**src/rtl/integral_image_area_sum_defines.svh**
```systemverilog
// ----------------------------------------------------------------------------
// Integral image area sum: assertion macros
// Clocked on i_clk and disabled while i_rst_n is low.
// ----------------------------------------------------------------------------
`ifndef INTEGRAL_IMAGE_AREA_SUM_DEFINES_SVH
`define INTEGRAL_IMAGE_AREA_SUM_DEFINES_SVH

// check cons in the same cycle as ante
`define IIAS_ASSERT_SAME(label, ante, cons, msg) \
    label: assert property (@(posedge i_clk) disable iff (!i_rst_n) \
        (ante) |-> (cons)) else $error(msg);

// check cons in the cycle after ante
`define IIAS_ASSERT_NEXT(label, ante, cons, msg) \
    label: assert property (@(posedge i_clk) disable iff (!i_rst_n) \
        (ante) |=> (cons)) else $error(msg);

`endif

```
**src/rtl/iias_pkg.sv**
```systemverilog
// ----------------------------------------------------------------------------
// Integral image area sum: shared package
// Field widths, register indexes, the reset size and the query state type.
// ----------------------------------------------------------------------------
package iias_pkg;

    localparam int SUM_W     = 22;
    localparam int ROW_SUM_W = 15;
    localparam int PIX_W     = 8;
    localparam int COORD_W   = 7;
    localparam int CFG_W     = 8;
    localparam int CFG_IDX_W = 1;

    localparam logic [CFG_IDX_W-1:0] CFG_IMAGE_WIDTH  = 1'd0;
    localparam logic [CFG_IDX_W-1:0] CFG_IMAGE_HEIGHT = 1'd1;

    localparam logic [CFG_W-1:0] CFG_DIM_RESET = 8'd128;

    typedef enum logic [1:0] {
        Q_IDLE,
        Q_READ,
        Q_DRAIN,
        Q_DONE
    } t_qstate;

endpackage

```
**src/rtl/iias_load.sv**
```systemverilog
// ----------------------------------------------------------------------------
// Pixel load pipeline
// Tracks the raster position and row sum, reads the entry above and writes
// the new table entry in the following cycle, forwarding a same-entry write.
// ----------------------------------------------------------------------------
module iias_load import iias_pkg::*; #(
    parameter int MAX_WIDTH = 128,
    parameter int AW        = 14,
    parameter int CW        = 7,
    parameter int RW        = 7,
    parameter int WCW       = 8,
    parameter int HCW       = 8
) (
    input  logic             i_clk,
    input  logic             i_rst_n,
    input  logic             i_load,
    input  logic [PIX_W-1:0] i_pixel,
    input  logic [WCW-1:0]   i_eff_width,
    input  logic [HCW-1:0]   i_eff_height,
    input  logic [SUM_W-1:0] i_rd_data,
    output logic             o_rd_en,
    output logic [AW-1:0]    o_rd_addr,
    output logic             o_wr_en,
    output logic [AW-1:0]    o_wr_addr,
    output logic [SUM_W-1:0] o_wr_data
);

    logic [CW-1:0]        r_col;
    logic [RW-1:0]        r_row;
    logic [ROW_SUM_W-1:0] r_row_sum;
    logic [CW-1:0]        n_col;
    logic [RW-1:0]        n_row;
    logic [ROW_SUM_W-1:0] n_row_sum;

    logic                 r_s2_vld;
    logic [AW-1:0]        r_s2_addr;
    logic [ROW_SUM_W-1:0] r_s2_sum;
    logic                 r_s2_above;
    logic                 r_fwd;
    logic [SUM_W-1:0]     r_fwd_data;

    logic [RW-1:0]        row_above;
    logic [WCW-1:0]       col_inc;
    logic [HCW-1:0]       row_inc;
    logic [SUM_W-1:0]     above_sum;

    assign row_above = r_row - 1'b1;
    assign col_inc   = WCW'(r_col) + 1'b1;
    assign row_inc   = HCW'(r_row) + 1'b1;

    assign n_row_sum = ((r_col == '0) ? '0 : r_row_sum) + ROW_SUM_W'(i_pixel);

    always_comb begin
        if (col_inc >= i_eff_width) begin
            n_col = '0;
            n_row = (row_inc >= i_eff_height) ? '0 : RW'(row_inc);
        end else begin
            n_col = CW'(col_inc);
            n_row = r_row;
        end
    end

    assign o_rd_en   = i_load && (r_row != '0);
    assign o_rd_addr = AW'(int'(row_above) * MAX_WIDTH + int'(r_col));

    assign above_sum = r_fwd ? r_fwd_data : i_rd_data;
    assign o_wr_en   = r_s2_vld;
    assign o_wr_addr = r_s2_addr;
    assign o_wr_data = SUM_W'(r_s2_sum) + (r_s2_above ? above_sum : '0);

    always_ff @(posedge i_clk) begin
        if (!i_rst_n) begin
            r_col     <= '0;
            r_row     <= '0;
            r_row_sum <= '0;
            r_s2_vld  <= 1'b0;
            r_fwd     <= 1'b0;
        end else begin
            r_s2_vld <= i_load;
            r_fwd    <= o_wr_en && o_rd_en && (o_wr_addr == o_rd_addr);
            if (i_load) begin
                r_col     <= n_col;
                r_row     <= n_row;
                r_row_sum <= n_row_sum;
            end
        end
    end

    always_ff @(posedge i_clk) begin
        r_fwd_data <= o_wr_data;
        if (i_load) begin
            r_s2_addr  <= AW'(int'(r_row) * MAX_WIDTH + int'(r_col));
            r_s2_sum   <= n_row_sum;
            r_s2_above <= (r_row != '0);
        end
    end

endmodule

```
**config.mk**
```make
export PLATFORM = sky130hd
export DESIGN_NAME = iias_load
export DESIGN_NICKNAME = d
export VERILOG_FILES = /design/src/rtl/integral_image_area_sum_defines.svh /design/src/rtl/iias_pkg.sv /design/src/rtl/iias_load.sv
export SDC_FILE = /design/constraint.sdc
export NUM_CORES = 1
export LEC_CHECK = 0
export BUFFER_PORTS_ARGS = -buffer_cell sky130_fd_sc_hd__clkbuf_2
export CAP_MARGIN = 5
export CORE_UTILIZATION = 60
export DETAILED_ROUTE_END_ITERATION = 12
export HOLD_SLACK_MARGIN = 0.03
export PLACE_DENSITY_LB_ADDON = 0.1
export SYNTH_ARGS = -nofsm -noshare
export SYNTH_HDL_FRONTEND = slang
export SYNTH_SLANG_ARGS = --single-unit
export TNS_END_PERCENT = 5
```
**constraint.sdc**
```tcl
create_clock -name i_clk -period 12 [get_ports i_clk]
set_clock_uncertainty 0.15 [all_clocks]
set_input_delay 2.4 -clock i_clk [delete_from_list [all_inputs] [get_ports i_clk]]
set_output_delay 2.4 -clock i_clk [all_outputs]
set_load 0.02 [all_outputs]
```
==> run metrics <==
routability cong.=between 0.8 and 0.9; YS warnings=0; Die Ht=roughly 94 um; Reg clk slew, reported paths=80 ps; Synth Cell Area=about 5100 sq um; largest area contributor in the netlist=dfxtp_1; final instance area=around 5900 sq um; syn nets=635; PnR worst setup slack=between 4000 and 5000 ps; pwr dens=between 100 and 150 nW/um^2; vias in the first global route=~3800; CP endpoint kind=output pin; Reg2Reg Depth=11; pre-CTS setup slack=between 4000 and 5000 ps; Routed Antenna Nets=0; Hold Path Origin=r_row_sum[7]; Placed Instances=727; CTS sink count=83; fin crit period=roughly 7700 ps; VDD IR-drop max=0.05504 mV; LEAKAGE=around 2.7 nW; drt initial violations=169; ys flop type=dfxtp_1; GRT overflow=0; # DRC=0; worst skew pair latency=360 ps; H-tree Lvls=3; Hold Path End=r_row_sum[7]; Pwr Total=roughly 0.65 mW; final hold vios=0; total setup buffers inserted after CTS=0; #FFs+latches synth=83; Internal=roughly 0.47 mW; final std cells w/o fill=743; first-pass GRT wire length=roughly 17000 um; drt total wl=between 10000 and 15000 um; largest net degree at the start of global routing=64; Most common cell on crit path=clkbuf_2; hold buffer count at cts=0; Starting Density=62.24%; die extent in x=approximately 94 um; ys async rst share=0%; # diodes=0; Placed Area=5684 sq um; Max Slew Vio Count=0; Final setup viols=0; Die Area=8896 sq um; sequential area share after synthesis=38.37%; Vias/cell=5.556; crit-path max FO=4; Layout Nets=around 730; Mapped Cells=540; Placeable Area=between 8000 and 9000 sq um; CP Class=in -> out; R2R Setup Slk=8080 ps; cts bufs inserted=9; Netlist cell types=between 50 and 60; I/O Pins=approximately 100; setup tns final=0 ps; CP Data Required Time=about 9500 ps; Slew HR=50.97%; CTS tree=built; CP Cell Sequence=clkbuf_2 -> mux2i_1 -> nor2_1 -> ha_1 -> inv_1 -> fa_1 -> nor2b_1 -> o2111a_1 -> nor4_1 -> o21ba_2 -> o31ai_1 -> nand2_1 -> xor2_1 -> clkbuf_2; CP max stage cell=o31ai_1; hpwl dp=7985 um; PostCTS Resize Cnt=0; most frequent cells in the layout=clkbuf_2, dfxtp_1, nor2_1; area delta synth->final=15.17%; outcome=completed; crit share post-route=between 60 and 70%; IO Port Bufs=100; Vias=approximately 4100; Site Rows=33; Switching Fraction=between 20 and 30%; top cell type's share of synthesized area=20.75%; worst-margin pin slew=approximately 740 ps; top cells by area, synth=dfxtp_1, edfxtp_1, ha_1, xor2_1, mux2i_1; Finished Core Util=about 72%; CP Launch Type=primary input; worst path arrival time=about 5000 ps; Root Driver=clkbuf_8; RR Startpoint=r_col[2]; worst min-delay path class=reg -> reg; Psw=about 0.19 mW; FF-to-FF End=r_row_sum[12]; power share of the combinational group=about 18%; drt pass-1 iters=4; Max Clock Freq=about 130 MHz; mean area per synthesized cell=9.470 sq um; most common cell after layout, fill and taps aside=clkbuf_2; count of flip-flops with a built-in enable after synthesis=30; Seq pwr share=between 40% and 50%; Longest Clk Path Bufs=2; number of max-cap violations=0; share of cells above drive strength 1=slightly below 20%; hold path depth=2; clock power share=around a third; CP max stage delay=~550 ps; Hold WS=325.3 ps; RSZ-0062 raised after global routing=no; antenna violations before repair=0; wire per inst=14.50 um; GRT Total Usage=between 20% and 30%
sequential cells by signal, summed over array words and instances, names as in the netlist:
signal and cells:
r_row 7, r_row_sum 15, o_wr_en 1, r_fwd_data 22, r_fwd 1, r_col 7
r_s2_sum 15, o_wr_addr 14, r_s2_above 1
routing by layer:
layer / vias to the layer above / global-route usage [%] / wire [um]
met1: 1916 / 33.57 / 5108
met2: 113 / 40.82 / 4957
met4: 0 / 8.590 / 158
met3: 14 / 4.531 / 547
met5: - / 0 / 0
li1: 2085 / - / -
critical path: cells and delay by family:
kind / cells / cell delay (ps)
AO/OA/AOI/OAI: 3 / 1010
buffers and inverters: 3 / 330
multiplexers: 1 / 50
XOR/XNOR: 1 / 230
adder cells (fa/ha/maj): 2 / 590
AND/OR/NAND/NOR: 4 / 510
cell type report:
| cell class | count | area (sq um) |
|---|---|---|
| clock buffers | 13 | 160.2 |
| clock inverters | 3 | 45.04 |
| fillers | 645 | 2327 |
| inverters | 31 | 116.4 |
| multi-input cells | 406 | 2959 |
| flip-flops and latches | 83 | 1962 |
| well taps | 105 | 131.4 |
| repair buffers | 102 | 515.5 |
cells in the mapped netlist, types with 4 or more instances:
| cell | n |
|---|---|
| nand2_1 | 31 |
| nor4_1 | 6 |
| nand4_1 | 8 |
| nand3_1 | 17 |
| o21ai_0 | 16 |
| mux2i_1 | 26 |
| o22ai_1 | 4 |
| o31ai_1 | 5 |
| clkbuf_1 | 16 |
| dfxtp_1 | 53 |
| edfxtp_1 | 30 |
| inv_1 | 30 |
| a21oi_1 | 21 |
| ha_1 | 44 |
| a31oi_1 | 4 |
| xor2_1 | 34 |
| a21o_1 | 11 |
| and2_1 | 13 |
| xnor2_1 | 28 |
| a211oi_1 | 5 |
| and3_1 | 8 |
| o21a_1 | 8 |
| nor2b_1 | 6 |
| nand3b_1 | 7 |
| nor2_1 | 52 |
| nand2b_1 | 10 |
| nor3_1 | 7 |
worst max-delay path by stage:
stage	start	endpoint	slack [ps]
floorplan	i_rd_data[0]	o_wr_data[20]	4760
global placement	i_rd_data[0]	o_wr_data[20]	4410
detailed placement	i_rd_data[0]	o_wr_data[20]	4340
CTS	i_rd_data[0]	o_wr_data[20]	4320
global route	i_rd_data[0]	o_wr_data[20]	4110
finish	i_rd_data[0]	o_wr_data[20]	4330
power groups by stage:
stage / clock network, mW / registers (mW) / logic [mW]
final: 0.213 / 0.320 / 0.120
after global routing: 0.228 / 0.322 / 0.132
after CTS: 0.218 / 0.320 / 0.119
after detailed placement: 0 / 0.326 / 0.119
after global placement: 0 / 0.326 / 0.115
after floorplan: 0 / 0.327 / 0.0787
logic make-up after synthesis:
logic type / synth area share (%)
and+or+nand+nor: 16.88
AOI/OAI and AO/OA: 13.29
DFF: 38.37
xor gates and xnor gates: 10.62
buffers and inverters: 3.768
adders and majority gates: 11.55
muxes: 5.530
No activity file was read; power rests on OpenSTA's default activity.
