===== src/rtl/integral_image_area_sum_defines.svh =====
// ----------------------------------------------------------------------------
// Integral image area sum: assertion macros
// Clocked on i_clk and disabled while i_rst_n is low.
// ----------------------------------------------------------------------------
`ifndef INTEGRAL_IMAGE_AREA_SUM_DEFINES_SVH
`define INTEGRAL_IMAGE_AREA_SUM_DEFINES_SVH

// check cons in the same cycle as ante
`define IIAS_ASSERT_SAME(label, ante, cons, msg) \
    label: assert property (@(posedge i_clk) disable iff (!i_rst_n) \
        (ante) |-> (cons)) else $error(msg);

// check cons in the cycle after ante
`define IIAS_ASSERT_NEXT(label, ante, cons, msg) \
    label: assert property (@(posedge i_clk) disable iff (!i_rst_n) \
        (ante) |=> (cons)) else $error(msg);

`endif


===== src/rtl/iias_pkg.sv =====
// ----------------------------------------------------------------------------
// Integral image area sum: shared package
// Field widths, register indexes, the reset size and the query state type.
// ----------------------------------------------------------------------------
package iias_pkg;

    localparam int SUM_W     = 22;
    localparam int ROW_SUM_W = 15;
    localparam int PIX_W     = 8;
    localparam int COORD_W   = 7;
    localparam int CFG_W     = 8;
    localparam int CFG_IDX_W = 1;

    localparam logic [CFG_IDX_W-1:0] CFG_IMAGE_WIDTH  = 1'd0;
    localparam logic [CFG_IDX_W-1:0] CFG_IMAGE_HEIGHT = 1'd1;

    localparam logic [CFG_W-1:0] CFG_DIM_RESET = 8'd128;

    typedef enum logic [1:0] {
        Q_IDLE,
        Q_READ,
        Q_DRAIN,
        Q_DONE
    } t_qstate;

endpackage


===== src/rtl/iias_query.sv =====
// ----------------------------------------------------------------------------
// Rectangle query sequencer
// Checks the rectangle, reads up to four corner entries through the shared
// read port, accumulates them and holds the result word in an output register.
// ----------------------------------------------------------------------------
module iias_query import iias_pkg::*; #(
    parameter int MAX_WIDTH = 128,
    parameter int AW        = 14,
    parameter int WCW       = 8,
    parameter int HCW       = 8
) (
    input  logic               i_clk,
    input  logic               i_rst_n,
    input  logic               i_query,
    input  logic [COORD_W-1:0] i_min_col,
    input  logic [COORD_W-1:0] i_min_row,
    input  logic [COORD_W-1:0] i_max_col,
    input  logic [COORD_W-1:0] i_max_row,
    input  logic [WCW-1:0]     i_eff_width,
    input  logic [HCW-1:0]     i_eff_height,
    input  logic [SUM_W-1:0]   i_rd_data,
    output logic               o_busy,
    output logic               o_rd_en,
    output logic [AW-1:0]      o_rd_addr,
    output logic               o_valid,
    input  logic               i_stall,
    output logic [SUM_W-1:0]   o_area_sum,
    output logic               o_bad_query
);

    localparam logic [1:0] TERM_CORNER = 2'd0;
    localparam logic [1:0] TERM_ABOVE  = 2'd1;
    localparam logic [1:0] TERM_LEFT   = 2'd2;
    localparam logic [1:0] TERM_DIAG   = 2'd3;

    t_qstate            r_state;
    t_qstate            n_state;
    logic [COORD_W-1:0] r_c0;
    logic [COORD_W-1:0] r_r0;
    logic [COORD_W-1:0] r_c1;
    logic [COORD_W-1:0] r_r1;
    logic [1:0]         r_term;
    logic               r_rd_vld;
    logic [1:0]         r_rd_term;
    logic [SUM_W-1:0]   r_acc;
    logic               r_bad;
    logic               r_out_valid;
    logic [SUM_W-1:0]   r_out_sum;
    logic               r_out_bad;

    logic               bad;
    logic               out_load;
    logic [COORD_W-1:0] rd_col;
    logic [COORD_W-1:0] rd_row;
    logic               term_use;

    assign bad = (i_min_col > i_max_col) || (i_min_row > i_max_row) ||
                 (WCW'(i_max_col) >= i_eff_width) ||
                 (HCW'(i_max_row) >= i_eff_height);

    always_comb begin
        n_state  = r_state;
        out_load = 1'b0;
        unique case (r_state)
            Q_IDLE: begin
                if (i_query) begin
                    n_state = bad ? Q_DONE : Q_READ;
                end
            end
            Q_READ: begin
                if (r_term == TERM_DIAG) begin
                    n_state = Q_DRAIN;
                end
            end
            Q_DRAIN: begin
                n_state = Q_DONE;
            end
            Q_DONE: begin
                if (!r_out_valid || !i_stall) begin
                    out_load = 1'b1;
                    n_state  = Q_IDLE;
                end
            end
            default: begin
                n_state = Q_IDLE;
            end
        endcase
    end

    always_comb begin
        rd_col = r_c1;
        rd_row = r_r1;
        case (r_term)
            TERM_CORNER: begin
                rd_col = r_c1;
                rd_row = r_r1;
            end
            TERM_ABOVE: begin
                rd_col = r_c1;
                rd_row = r_r0 - 1'b1;
            end
            TERM_LEFT: begin
                rd_col = r_c0 - 1'b1;
                rd_row = r_r1;
            end
            default: begin
                rd_col = r_c0 - 1'b1;
                rd_row = r_r0 - 1'b1;
            end
        endcase
    end

    always_comb begin
        case (r_rd_term)
            TERM_CORNER: term_use = 1'b1;
            TERM_ABOVE:  term_use = (r_r0 != '0);
            TERM_LEFT:   term_use = (r_c0 != '0);
            default:     term_use = (r_r0 != '0) && (r_c0 != '0);
        endcase
    end

    assign o_busy    = (r_state != Q_IDLE);
    assign o_rd_en   = (r_state == Q_READ);
    assign o_rd_addr = AW'(int'(rd_row) * MAX_WIDTH + int'(rd_col));

    always_ff @(posedge i_clk) begin
        if (!i_rst_n) begin
            r_state     <= Q_IDLE;
            r_rd_vld    <= 1'b0;
            r_out_valid <= 1'b0;
        end else begin
            r_state  <= n_state;
            r_rd_vld <= o_rd_en;
            if (out_load) begin
                r_out_valid <= 1'b1;
            end else if (!i_stall) begin
                r_out_valid <= 1'b0;
            end
        end
    end

    always_ff @(posedge i_clk) begin
        r_rd_term <= r_term;
        if (r_state == Q_IDLE) begin
            r_term <= TERM_CORNER;
        end else if (o_rd_en) begin
            r_term <= r_term + 1'b1;
        end
        if (r_state == Q_IDLE && i_query) begin
            r_c0  <= i_min_col;
            r_r0  <= i_min_row;
            r_c1  <= i_max_col;
            r_r1  <= i_max_row;
            r_bad <= bad;
            r_acc <= '0;
        end else if (r_rd_vld && term_use) begin
            if (r_rd_term == TERM_ABOVE || r_rd_term == TERM_LEFT) begin
                r_acc <= r_acc - i_rd_data;
            end else begin
                r_acc <= r_acc + i_rd_data;
            end
        end
        if (out_load) begin
            r_out_sum <= r_acc;
            r_out_bad <= r_bad;
        end
    end

    assign o_valid     = r_out_valid;
    assign o_area_sum  = r_out_sum;
    assign o_bad_query = r_out_bad;

endmodule


===== config.mk =====
export PLATFORM = sky130hd
export DESIGN_NAME = iias_query
export DESIGN_NICKNAME = d
export VERILOG_FILES = /design/src/rtl/integral_image_area_sum_defines.svh /design/src/rtl/iias_pkg.sv /design/src/rtl/iias_query.sv
export SDC_FILE = /design/constraint.sdc
export NUM_CORES = 1
export LEC_CHECK = 0
export BUFFER_PORTS_ARGS = -buffer_cell sky130_fd_sc_hd__buf_2
export CAP_MARGIN = 20
export CORE_MARGIN = 2
export CORE_UTILIZATION = 40
export DETAILED_ROUTE_END_ITERATION = 8
export GPL_TIMING_DRIVEN = 0
export PLACE_DENSITY_LB_ADDON = 0.05
export RECOVER_POWER = 50
export SLEW_MARGIN = 20
export SYNTH_ARGS = -nofsm -noshare
export SYNTH_HDL_FRONTEND = slang
export SYNTH_SLANG_ARGS = --single-unit

===== constraint.sdc =====
create_clock -name i_clk -period 5.7 [get_ports i_clk]
set_input_delay 0.57 -clock i_clk [delete_from_list [all_inputs] [get_ports i_clk]]
set_output_delay 0.57 -clock i_clk [all_outputs]
set_load 0.03 [all_outputs]

==> flow_summary.ini, run 1 <==
[floorplanning]
ioPinCount = 110
start_util_pct = 41.4
dieHeight_um = 122
fp.dieArea_um2 = 14800
coreArea_um2 = 13300
die_w_um = 122
num_rows = 42

[yosys]
synth_xor_xnor_area_share_pct = 6.18
synth_top_family_by_area = simple AND/OR/NAND/NOR gates
synthesis.nets = 723
synthArstFlopShare_pct = 0
muxShareOfSynthArea_pct = 0.906
synth_flop_cell = edfxtp_1
synth_top_area_share_pct = 28.3
synth_cell_types = 69
synth-edff-count = 52
netlist_area_um2 = 5520
seq_area_frac_synth_pct = 39.1
synth_compound_area_share_pct = 16.1
synth-simple-area-share_pct = 16.8
synth.avg_cell_area_um2 = 9.44
synthAdderAreaFrac_pct = 15.5
ys_warn_count = 0
synth.area.top_cells = edfxtp_1 (28%), ha_1 (15%), dfxtp_1 (11%)
ys_seq_elements = 82
synth_cells = 585
synth_top_cell_by_area = edfxtp_1

[critical_path]
critical_path_cell_count = 12
reg2reg_depth = 12
cp_top_family = compound AO/OA/AOI/OAI gates
cp-start-kind = register
cp_slowest_cell = fa_1
reg2reg_from = r_rd_term[0]$_DFF_P_
cp.required_ns = 5.93
r2r_slack_ns = 1.86
critPathCaptureType = register
cp_num_buf_inv = 2
cp_max_fo = 10
crit_chain = inv_1, ha_1, clkbuf_1, mux2i_1, fa_1, a211oi_2, o21bai_2, a311o_2, a211o_1, o21ai_2, and4_1, nor3_2
cp.arrival_ns = 4.06
r2r-end = r_acc[18]$_SDFFE_PP0P_
path_class = register to register
slowest_delay_ns = 0.51

[clock_tree]
post_cts_resize_count = 0
cts_root_buffer = clkbuf_16
cts_setup_buffers = 0
cts_tree = yes
cts.clk_slew.worst_paths_ns = 0.06
clock-sinks = 82
cts_made_buffers = 9
ctsHtreeMaxLevel = 3
cts_max_path_buffers = 2
clock_latency_ns = 0.35
cts_hold_buf = 0

[detailed_routing]
drt_iter0_drc = 218
drcViolationCount = 0
post_drt_wl_per_cell_um = 15.3
vias = 4671
ant_nets = 0
wirelength_mm = 13.6
first_pass_iters = 5
drt-vias-per-instance = 5.26

[pwr]
p_comb_share_pct = 54.5
p_switching_uw = 1410
p_int_uw = 1800
peakVddDrop_uv = 177
seqPwrFrac_pct = 27.9
leakage_uw = 0.00277
switching_share_pct = 43.9
p_per_area_nw_per_um2 = 491
clkPwrFrac_pct = 17.6

[final_layout]
drive_gt1_share_pct = 13.8
diodes = 0
area_growth_pct = 18.7
design_area_um2 = 6560
fin_nets = 845

[place]
gp_congestion = 0.882
place_area_um2 = 6350
portBuffers = 109
dpl.hpwl_mm = 10.7

[sta]
fin_crit_ns = 3.84
fin_tns_setup_ns = 0
maxSlewViolCount = 10
slew_headroom_pct = -44.9
min_period_over_period_pct = 67.3
worstMarginPinSlew_ns = 2.15
setup_viol_count_final = 0
finalHoldViolCount = 0
grt_setup_unrepaired = no
clock_skew_ns = 0.00592
fmax_mhz = 261

[global_routing]
grt_pass1_vias = 4402
grt_pass1_wl_mm = 21.3
grt.overflow.total = 0
grt_max_degree = 30
grt_antenna_before_repair = 0
grt_usage_pct = 18.9

[hold_path]
hold_end = r_r0[0]$_DFFE_PP_
hold_start = i_min_row[0]
hold_path.class = primary input to register
whs_path_depth = 1

[job]
drv_cap = 1

[outcome]
status = complete, but fails checks
violations = capacitance limit, slew limit
[sequential cells by signal, indices dropped and copies added, names as in the netlist]
register and cells:
o_area_sum 22, o_bad_query 1, o_valid 1, r_acc 22, r_bad 1, r_c0 7, r_c1 7, r_r0 7
r_r1 7, r_rd_term 2, r_rd_vld 1, r_state 2, r_term 2
[per-layer routing]
metal | GRT usage (%) | vias to the layer above | part of all wire (%)
li1 | - | 2366 | -
met1 | 23.0 | 2175 | 44
met2 | 32.9 | 110 | 49
met3 | 2.77 | 20 | 4.3
met4 | 8.84 | 0 | 2.6
met5 | 0 | - | 0
[cells in the mapped netlist (6+ instances only)]
cell type / count
xnor2_1: 31
dfxtp_1: 30
nor2b_1: 6
nand3_1: 20
a21oi_1: 43
o21ai_0: 34
inv_1: 56
nand2_1: 47
ha_1: 67
nor3_1: 19
a31oi_1: 7
xor2_1: 8
clkbuf_1: 6
nand2b_1: 6
a211oi_1: 6
edfxtp_1: 52
a21o_1: 11
nor2_1: 47
[layout by cell type, fill, tap and decap left out, types with 30 or more instances in the layout]
cell / instances
dfxtp_1: 30
clkbuf_1: 57
ha_1: 67
nand2_1: 47
a21oi_1: 43
nor2_1: 47
edfxtp_1: 52
xnor2_1: 31
inv_1: 56
buf_2: 61
o21ai_0: 34
[worst max-delay path by stage]
stage,start,end,slack [ns]
2_1_floorplan,i_rd_data[0],r_acc[18]$_SDFFE_PP0P_,2.45
3_3_place_gp,i_stall,o_area_sum[14]$_DFFE_PP_,1.39
3_5_place_dp,i_rd_data[0],r_acc[21]$_SDFFE_PP0P_,1.64
4_1_cts,r_rd_term[0]$_DFF_P_,r_acc[18]$_SDFFE_PP0P_,1.88
5_1_grt,r_rd_term[0]$_DFF_P_,r_acc[17]$_SDFFE_PP0P_,1.65
6_report,r_rd_term[0]$_DFF_P_,r_acc[18]$_SDFFE_PP0P_,1.86
[kinds of logic (layout without fill, tap and decap cells)]
logic type,count (synthesis),count (layout)
AO/OA/AOI/OAI,139,139
XOR/XNOR,39,39
adder cells (fa/ha/maj),68,68
buffers and inverters,68,195
flip-flops,82,82
multiplexers,5,5
AND/OR/NAND/NOR,184,184
[layout make-up]
type / instances / area, µm²
Fill cell: 1324 / 6790
Multi-Input combinational cell: 435 / 3070
Sequential cell: 82 / 2160
Timing Repair Buffer: 111 / 532
Clock buffer: 12 / 236
Tap cell: 176 / 220
Inverter: 56 / 210
Buffer: 12 / 86.3
Clock inverter: 4 / 45.0
[power by group through the flow]
stage / Combinational (µW) / Sequential, µW / Clock, µW
3_3_place_gp: 1710 / 914 / 0
5_1_grt: 1950 / 915 / 604
6_report: 1750 / 898 / 566
2_1_floorplan: 1280 / 925 / 0
4_1_cts: 1770 / 897 / 584
3_5_place_dp: 1760 / 910 / 0
[per-stage QoR]
step	std cells	total power [µW]	util [%]	hold slack (ns)	setup slack, ns
6_report	888	3220	49.1	0.411	1.86
4_1_cts	888	3250	49.7	0.399	1.88
3_5_place_dp	872	2670	47.6	0.409	1.64
5_1_grt	888	3470	49.1	0.408	1.65
2_1_floorplan	585	2210	-	0.382	2.45
3_3_place_gp	870	2630	47.1	0.398	1.39
[worst reg2reg max path, delay by kind of cell (launching register included)]
family / cells / cell delay (ns)
fa+ha+maj: 2 / 0.86
flops: 1 / 0.35
buf+inv: 2 / 0.57
mux: 1 / 0.24
simple gates: 2 / 0.27
compound gates: 5 / 1.43
Note: power is estimated with default switching activity, not from simulation.
==> run 2, diff against run 1 <==
--- a/config.mk
+++ b/config.mk
@@ -5,6 +5,7 @@
 export SDC_FILE = /design/constraint.sdc
 export NUM_CORES = 1
 export LEC_CHECK = 0
+export ABC_AREA = 1
 export BUFFER_PORTS_ARGS = -buffer_cell sky130_fd_sc_hd__buf_2
 export CAP_MARGIN = 20
 export CORE_MARGIN = 2
==> constraint.sdc (replaced) <==
create_clock -name i_clk -period 3.7 [get_ports i_clk]
set_input_delay 0.37 -clock i_clk [delete_from_list [all_inputs] [get_ports i_clk]]
set_output_delay 0.37 -clock i_clk [all_outputs]
set_load 0.03 [all_outputs]
==> run 2 against run 1 <==
- the flow now finishes without violations
- sequential share of layout area shrank 1.3 points
- sequential power up 51%
- combinational power up 88%
- first-iteration DRC count fell by 11%
- cell count rose by 17%
- clock power is 48% higher
- wire length up 1.5%
- clock skew up 0.0032 ns
- synthesized cell count is 25% higher
- setup slack worse by 1.6 ns
- total power up 71%
==> flow_summary.ini, run 2 <==
[outcome]
status = finished clean

[yosys]
synth_flop_cell = edfxtp_1
ys_warn_count = 0
netlist_area_um2 = 5820
synth_cells = 730
synthArstFlopShare_pct = 0
synth.avg_cell_area_um2 = 7.97
synth_top_area_share_pct = 26.8
synth-edff-count = 52
yosys.cell_count.top_type = nand2_1
seq_area_frac_synth_pct = 37.1
synth_cell_types = 43
synth_common_cells = nand2_1 (124), inv_1 (114), nor2_1 (92)
synth.area.top_cells = edfxtp_1 (27%), ha_1 (14%), dfxtp_1 (10%)
ys_seq_elements = 82
synth_top_cell_by_area = edfxtp_1
synthesis.nets = 868

[final_layout]
layout_commonest_cell = nand2_1
postLayoutCoreUtil_pct = 47.5
layout_common_cells = nand2_1 (124), inv_1 (113), nor2_1 (91)
fin_nets = 989
drive_gt1_share_pct = 13.6
diodes = 0
area_growth_pct = 17.2

[sta]
clock_skew_ns = 0.00912
fmax_mhz = 295
maxSlewViolCount = 0
grt_setup_unrepaired = no
layout_setup_ws_ns = 0.307
setup_viol_count_final = 0
fin_crit_ns = 3.39
finalHoldViolCount = 0
fin_tns_setup_ns = 0
worstMarginPinSlew_ns = 1.40
slew_headroom_pct = 6.35
min_period_over_period_pct = 91.7

[pwr]
leakage_uw = 0.00327
p_per_area_nw_per_um2 = 805
peakVddDrop_uv = 265

[floorplanning]
dieHeight_um = 125
die_w_um = 125
num_rows = 44
ioPinCount = 110
coreArea_um2 = 14400
start_util_pct = 40.5
fp.dieArea_um2 = 15500

[detailed_routing]
drt-vias-per-instance = 4.79
ant_nets = 0
drt_iter0_drc = 195
drcViolationCount = 0
wirelength_mm = 13.8
vias = 4981
post_drt_wl_per_cell_um = 13.3
first_pass_iters = 4

[clock_tree]
post_cts_resize_count = 0
cts_hold_buf = 0
ctsHtreeMaxLevel = 3
cts_made_buffers = 9
cts_root_buffer = clkbuf_16
cts.clk_slew.worst_paths_ns = 0.07
cts_max_path_buffers = 2
cts_tree = yes
cts_setup_buffers = 0
clock-sinks = 82
clock_latency_ns = 0.34

[job]
drv_cap = 0

[place]
gp_congestion = 0.873
pre_cts_ws_ns = 0.353
dpl.hpwl_mm = 11.3
portBuffers = 109

[global_routing]
grt_antenna_before_repair = 0
grt-busiest-layer = met2
grt_pass1_vias = 4982
grt_usage_pct = 18.2
grt_use_met3_pct = 3.57
grt_use_met2_pct = 32.3
grt_max_degree = 36
grtUsageMet1_pct = 22.3
grt.overflow.total = 0
grt_pass1_wl_mm = 23.1

[critical_path]
path_class = register to register
r2r_slack_ns = 0.31
cp-start-kind = register
cp_max_fo = 10
critPathCaptureType = register
cp.arrival_ns = 3.64
cp.required_ns = 3.94

[hold_path]
hold_path.class = primary input to register
[run 2: final timing paths]
check / start / endpoint / cells after the start
worst max-delay path: r_rd_term[0]$_DFF_P_ / r_acc[21]$_SDFFE_PP0P_ / 21
worst min-delay path: i_min_row[0] / r_r0[0]$_DFFE_PP_ / 1
worst max register to register: r_rd_term[0]$_DFF_P_ / r_acc[21]$_SDFFE_PP0P_ / 21
worst min register to register: r_term[1]$_SDFFE_PN0P_ / r_rd_term[1]$_DFF_P_ / 0
[run 2: cell families (layout without fill, tap and decap cells)]
| group | count (synthesis) | count (layout) | synth area share, % |
|---|---|---|---|
| xor+xnor | 37 | 37 | 5.57 |
| flops | 82 | 82 | 37.1 |
| simple gates | 304 | 304 | 23.2 |
| compound gates | 109 | 109 | 10.6 |
| fa+ha+maj | 68 | 68 | 14.7 |
| buf+inv | 130 | 256 | 8.81 |
[run 2: critical path, cell delays in order, from the launching register on]
cell and delay (ns):
dfxtp_1 0.37, inv_1 0.08, ha_1 0.29, buf_4 0.18
inv_2 0.11, buf_2 0.23, o21ai_1 0.09, nand2_1 0.16
nor2_2 0.07, o21ai_0 0.11, xor2_1 0.29, ha_1 0.35
a21oi_1 0.27, a21oi_1 0.11, nor2_1 0.12, nand2_1 0.07
nor2_1 0.11, nand2_2 0.06, nand3_1 0.08, nand2_1 0.05
inv_1 0.06, nor2_2 0.03
[run 2: power by group]
| part | total, µW | internal (µW) | switching [µW] |
|---|---|---|---|
| Clock | 836 | 463 | 373 |
| Sequential | 1360 | 1240 | 124 |
| Combinational | 3290 | 1110 | 2180 |
[run 2: layout make-up]
| cell class | instances | area, µm² |
|---|---|---|
| clock inverter | 6 | 50.0 |
| timing repair buffer | 110 | 484 |
| tap | 184 | 230 |
| clock buffer | 10 | 229 |
| buffer | 9 | 58.8 |
| multi-input combinational | 518 | 3150 |
| sequential | 82 | 2160 |
| inverter | 121 | 454 |
| fill | 1467 | 7550 |
[run 2: routing by layer]
metal,part of all wire [%],vias up
met4,0.98,0
met2,49,102
met3,4.5,9
met1,45,2233
met5,0,-
li1,-,2637
[run 2: through the flow]
stage	hold slack, ns	instances	cell area [µm²]	total power (µW)
final	0.226	1040	6820	5490
after global routing	0.245	1040	6820	5990
after CTS	0.202	1040	6900	5560
after detailed placement	0.386	1024	6620	4690
after global placement	0.384	1023	6600	4630
after floorplan	0.371	730	5820	3890
==> run 3, diff against run 2 <==
--- a/config.mk
+++ b/config.mk
@@ -10,6 +10,7 @@
 export CAP_MARGIN = 20
 export CORE_MARGIN = 2
 export CORE_UTILIZATION = 40
+export CTS_BUF_LIST = sky130_fd_sc_hd__clkbuf_4 sky130_fd_sc_hd__clkbuf_8
 export DETAILED_ROUTE_END_ITERATION = 8
 export GPL_TIMING_DRIVEN = 0
 export PLACE_DENSITY_LB_ADDON = 0.05
==> run 3 against run 2 <==
- combinational power is essentially flat
- setup slack worse by 0.0017 ns
- clock skew up 0.0024 ns
- core utilization fell by 0.63 points
- cell count stayed put
- largest power group unchanged
==> flow_summary.ini, run 3 (synthesis gave the netlist of run 2 again) <==
[detailed_routing]
post_drt_wl_per_cell_um = 13.3
drt-vias-per-instance = 4.80
first_pass_iters = 4
dr_wl_met2_mm = 6.68
wirelength_mm = 13.8
maxUsedRoutingLayer = met4
vias = 4988
drt-met1-wl_mm = 6.25
wl_met3_um = 746
drcViolationCount = 0
ant_nets = 0
drt_iter0_drc = 189

[outcome]
status = finished clean

[critical_path]
slowest_delay_ns = 0.38
cp_top_family = simple AND/OR/NAND/NOR gates
cp.required_ns = 3.97
cp_num_buf_inv = 5
crit_chain = inv_1, ha_1, buf_4, inv_2, buf_2, o21ai_1, nand2_1, nor2_2, o21ai_0, xor2_1, ha_1, a21oi_1, a21oi_1, nor2_1, nand2_1, nor2_1, nand2_2, nand3_1, nand2_1, inv_1, nor2_2
cp.arrival_ns = 3.66
cp-start-kind = register
path_class = register to register
cp_slowest_cell = dfxtp_1
cp_max_fo = 10
critPathCaptureType = register
crit_top_cell = nand2_1

[floorplanning]
coreArea_um2 = 14400
num_rows = 44
die_w_um = 125
ioPinCount = 110
start_util_pct = 40.5
dieHeight_um = 125
fp.dieArea_um2 = 15500

[sta]
min_period_over_period_pct = 91.8
fmax_mhz = 295
setup_viol_count_final = 0
slew_headroom_pct = 5.09
grt_setup_unrepaired = no
maxSlewViolCount = 0
finalHoldViolCount = 0
fin_crit_ns = 3.39
clock_skew_ns = 0.0115
worstMarginPinSlew_ns = 1.42
fin_tns_setup_ns = 0

[clock_tree]
cts_tree = yes
clock-sinks = 82
cts.clk_slew.worst_paths_ns = 0.09
cts_made_buffers = 9
clock_latency_ns = 0.37
cts_root_buffer = clkbuf_8
ctsHtreeMaxLevel = 3
cts_max_path_buffers = 2
cts_hold_buf = 0
cts_setup_buffers = 0
post_cts_resize_count = 0

[pwr]
p_comb_share_pct = 62.6
p_switching_uw = 2650
leakage_uw = 0.00325
seqPwrFrac_pct = 25.8
clkPwrFrac_pct = 11.6
p_int_uw = 2610
switching_share_pct = 50.4
peakVddDrop_uv = 249
p_per_area_nw_per_um2 = 782

[hold_path]
hold_path.class = primary input to register

[final_layout]
fillers = 1486
fin_cells = 1040
fin_nets = 989
diodes = 0
layout_commonest_cell = nand2_1
layout_common_cells = nand2_1 (124), inv_1 (113), nor2_1 (91)
drive_gt1_share_pct = 14.4
area_growth_pct = 15.6

[place]
dp.cells = 1024
gp_congestion = 0.873
dpl.hpwl_mm = 11.3
portBuffers = 109

[global_routing]
grt_pass1_vias = 4981
grt_usage_pct = 18.2
grt_pass1_wl_mm = 23.1
grt_antenna_before_repair = 0
grt.overflow.total = 0
grt_max_degree = 36

[job]
drv_cap = 0
run 3: changes by cell type in the layout (fill, tap and decap cells not counted):
| cell | change |
|---|---|
| clkbuf_1 | -7 |
| buf_2 | +6 |
| clkbuf_16 | -9 |
| clkbuf_4 | +1 |
| clkbuf_8 | +9 |
run 3: metal layers:
metal,global-route usage [%],vias to the layer above
li1,-,2630
met1,22.4,2242
met2,32.3,103
met3,3.82,13
met4,4.69,0
met5,0,-
run 3: worst paths after layout:
path / startpoint / to / slack (ns) / cells after the start
max: r_rd_term[0]$_DFF_P_ / r_acc[21]$_SDFFE_PP0P_ / 0.31 / 21
min: i_min_row[0] / r_r0[0]$_DFFE_PP_ / 0.20 / 1
max reg2reg: r_rd_term[0]$_DFF_P_ / r_acc[21]$_SDFFE_PP0P_ / 0.31 / 21
min reg2reg: r_term[1]$_SDFFE_PN0P_ / r_rd_term[1]$_DFF_P_ / 0.40 / 0
run 3: layout make-up:
type	instances	area [µm²]	area share [%]
clock inverter	6	50.0	0.743
buffer	9	58.8	0.874
timing repair buffer	110	492	7.30
tap	184	230	3.42
sequential	82	2160	32.1
inverter	121	454	6.75
clock buffer	10	131	1.95
multi-input combinational	518	3150	46.8
run 3: power groups by stage:
stage | clock, µW | sequential [µW] | combinational (µW)
floorplan | 0 | 1430 | 2460
detailed placement | 0 | 1380 | 3300
CTS | 634 | 1360 | 3330
finish | 611 | 1360 | 3300
global route | 669 | 1390 | 3710
global placement | 0 | 1380 | 3250
run 3: metrics by stage:
step	instance area, µm²	utilization, %	hold slack [ns]	setup slack, ns	power, µW
2_1_floorplan	5820	-	0.371	0.900	3890
3_3_place_gp	6600	45.9	0.384	0.401	4630
5_1_grt	6730	46.8	0.207	0.0252	5770
4_1_cts	6810	47.4	0.170	0.324	5330
3_5_place_dp	6620	46.1	0.386	0.353	4690
6_report	6730	46.8	0.200	0.305	5270
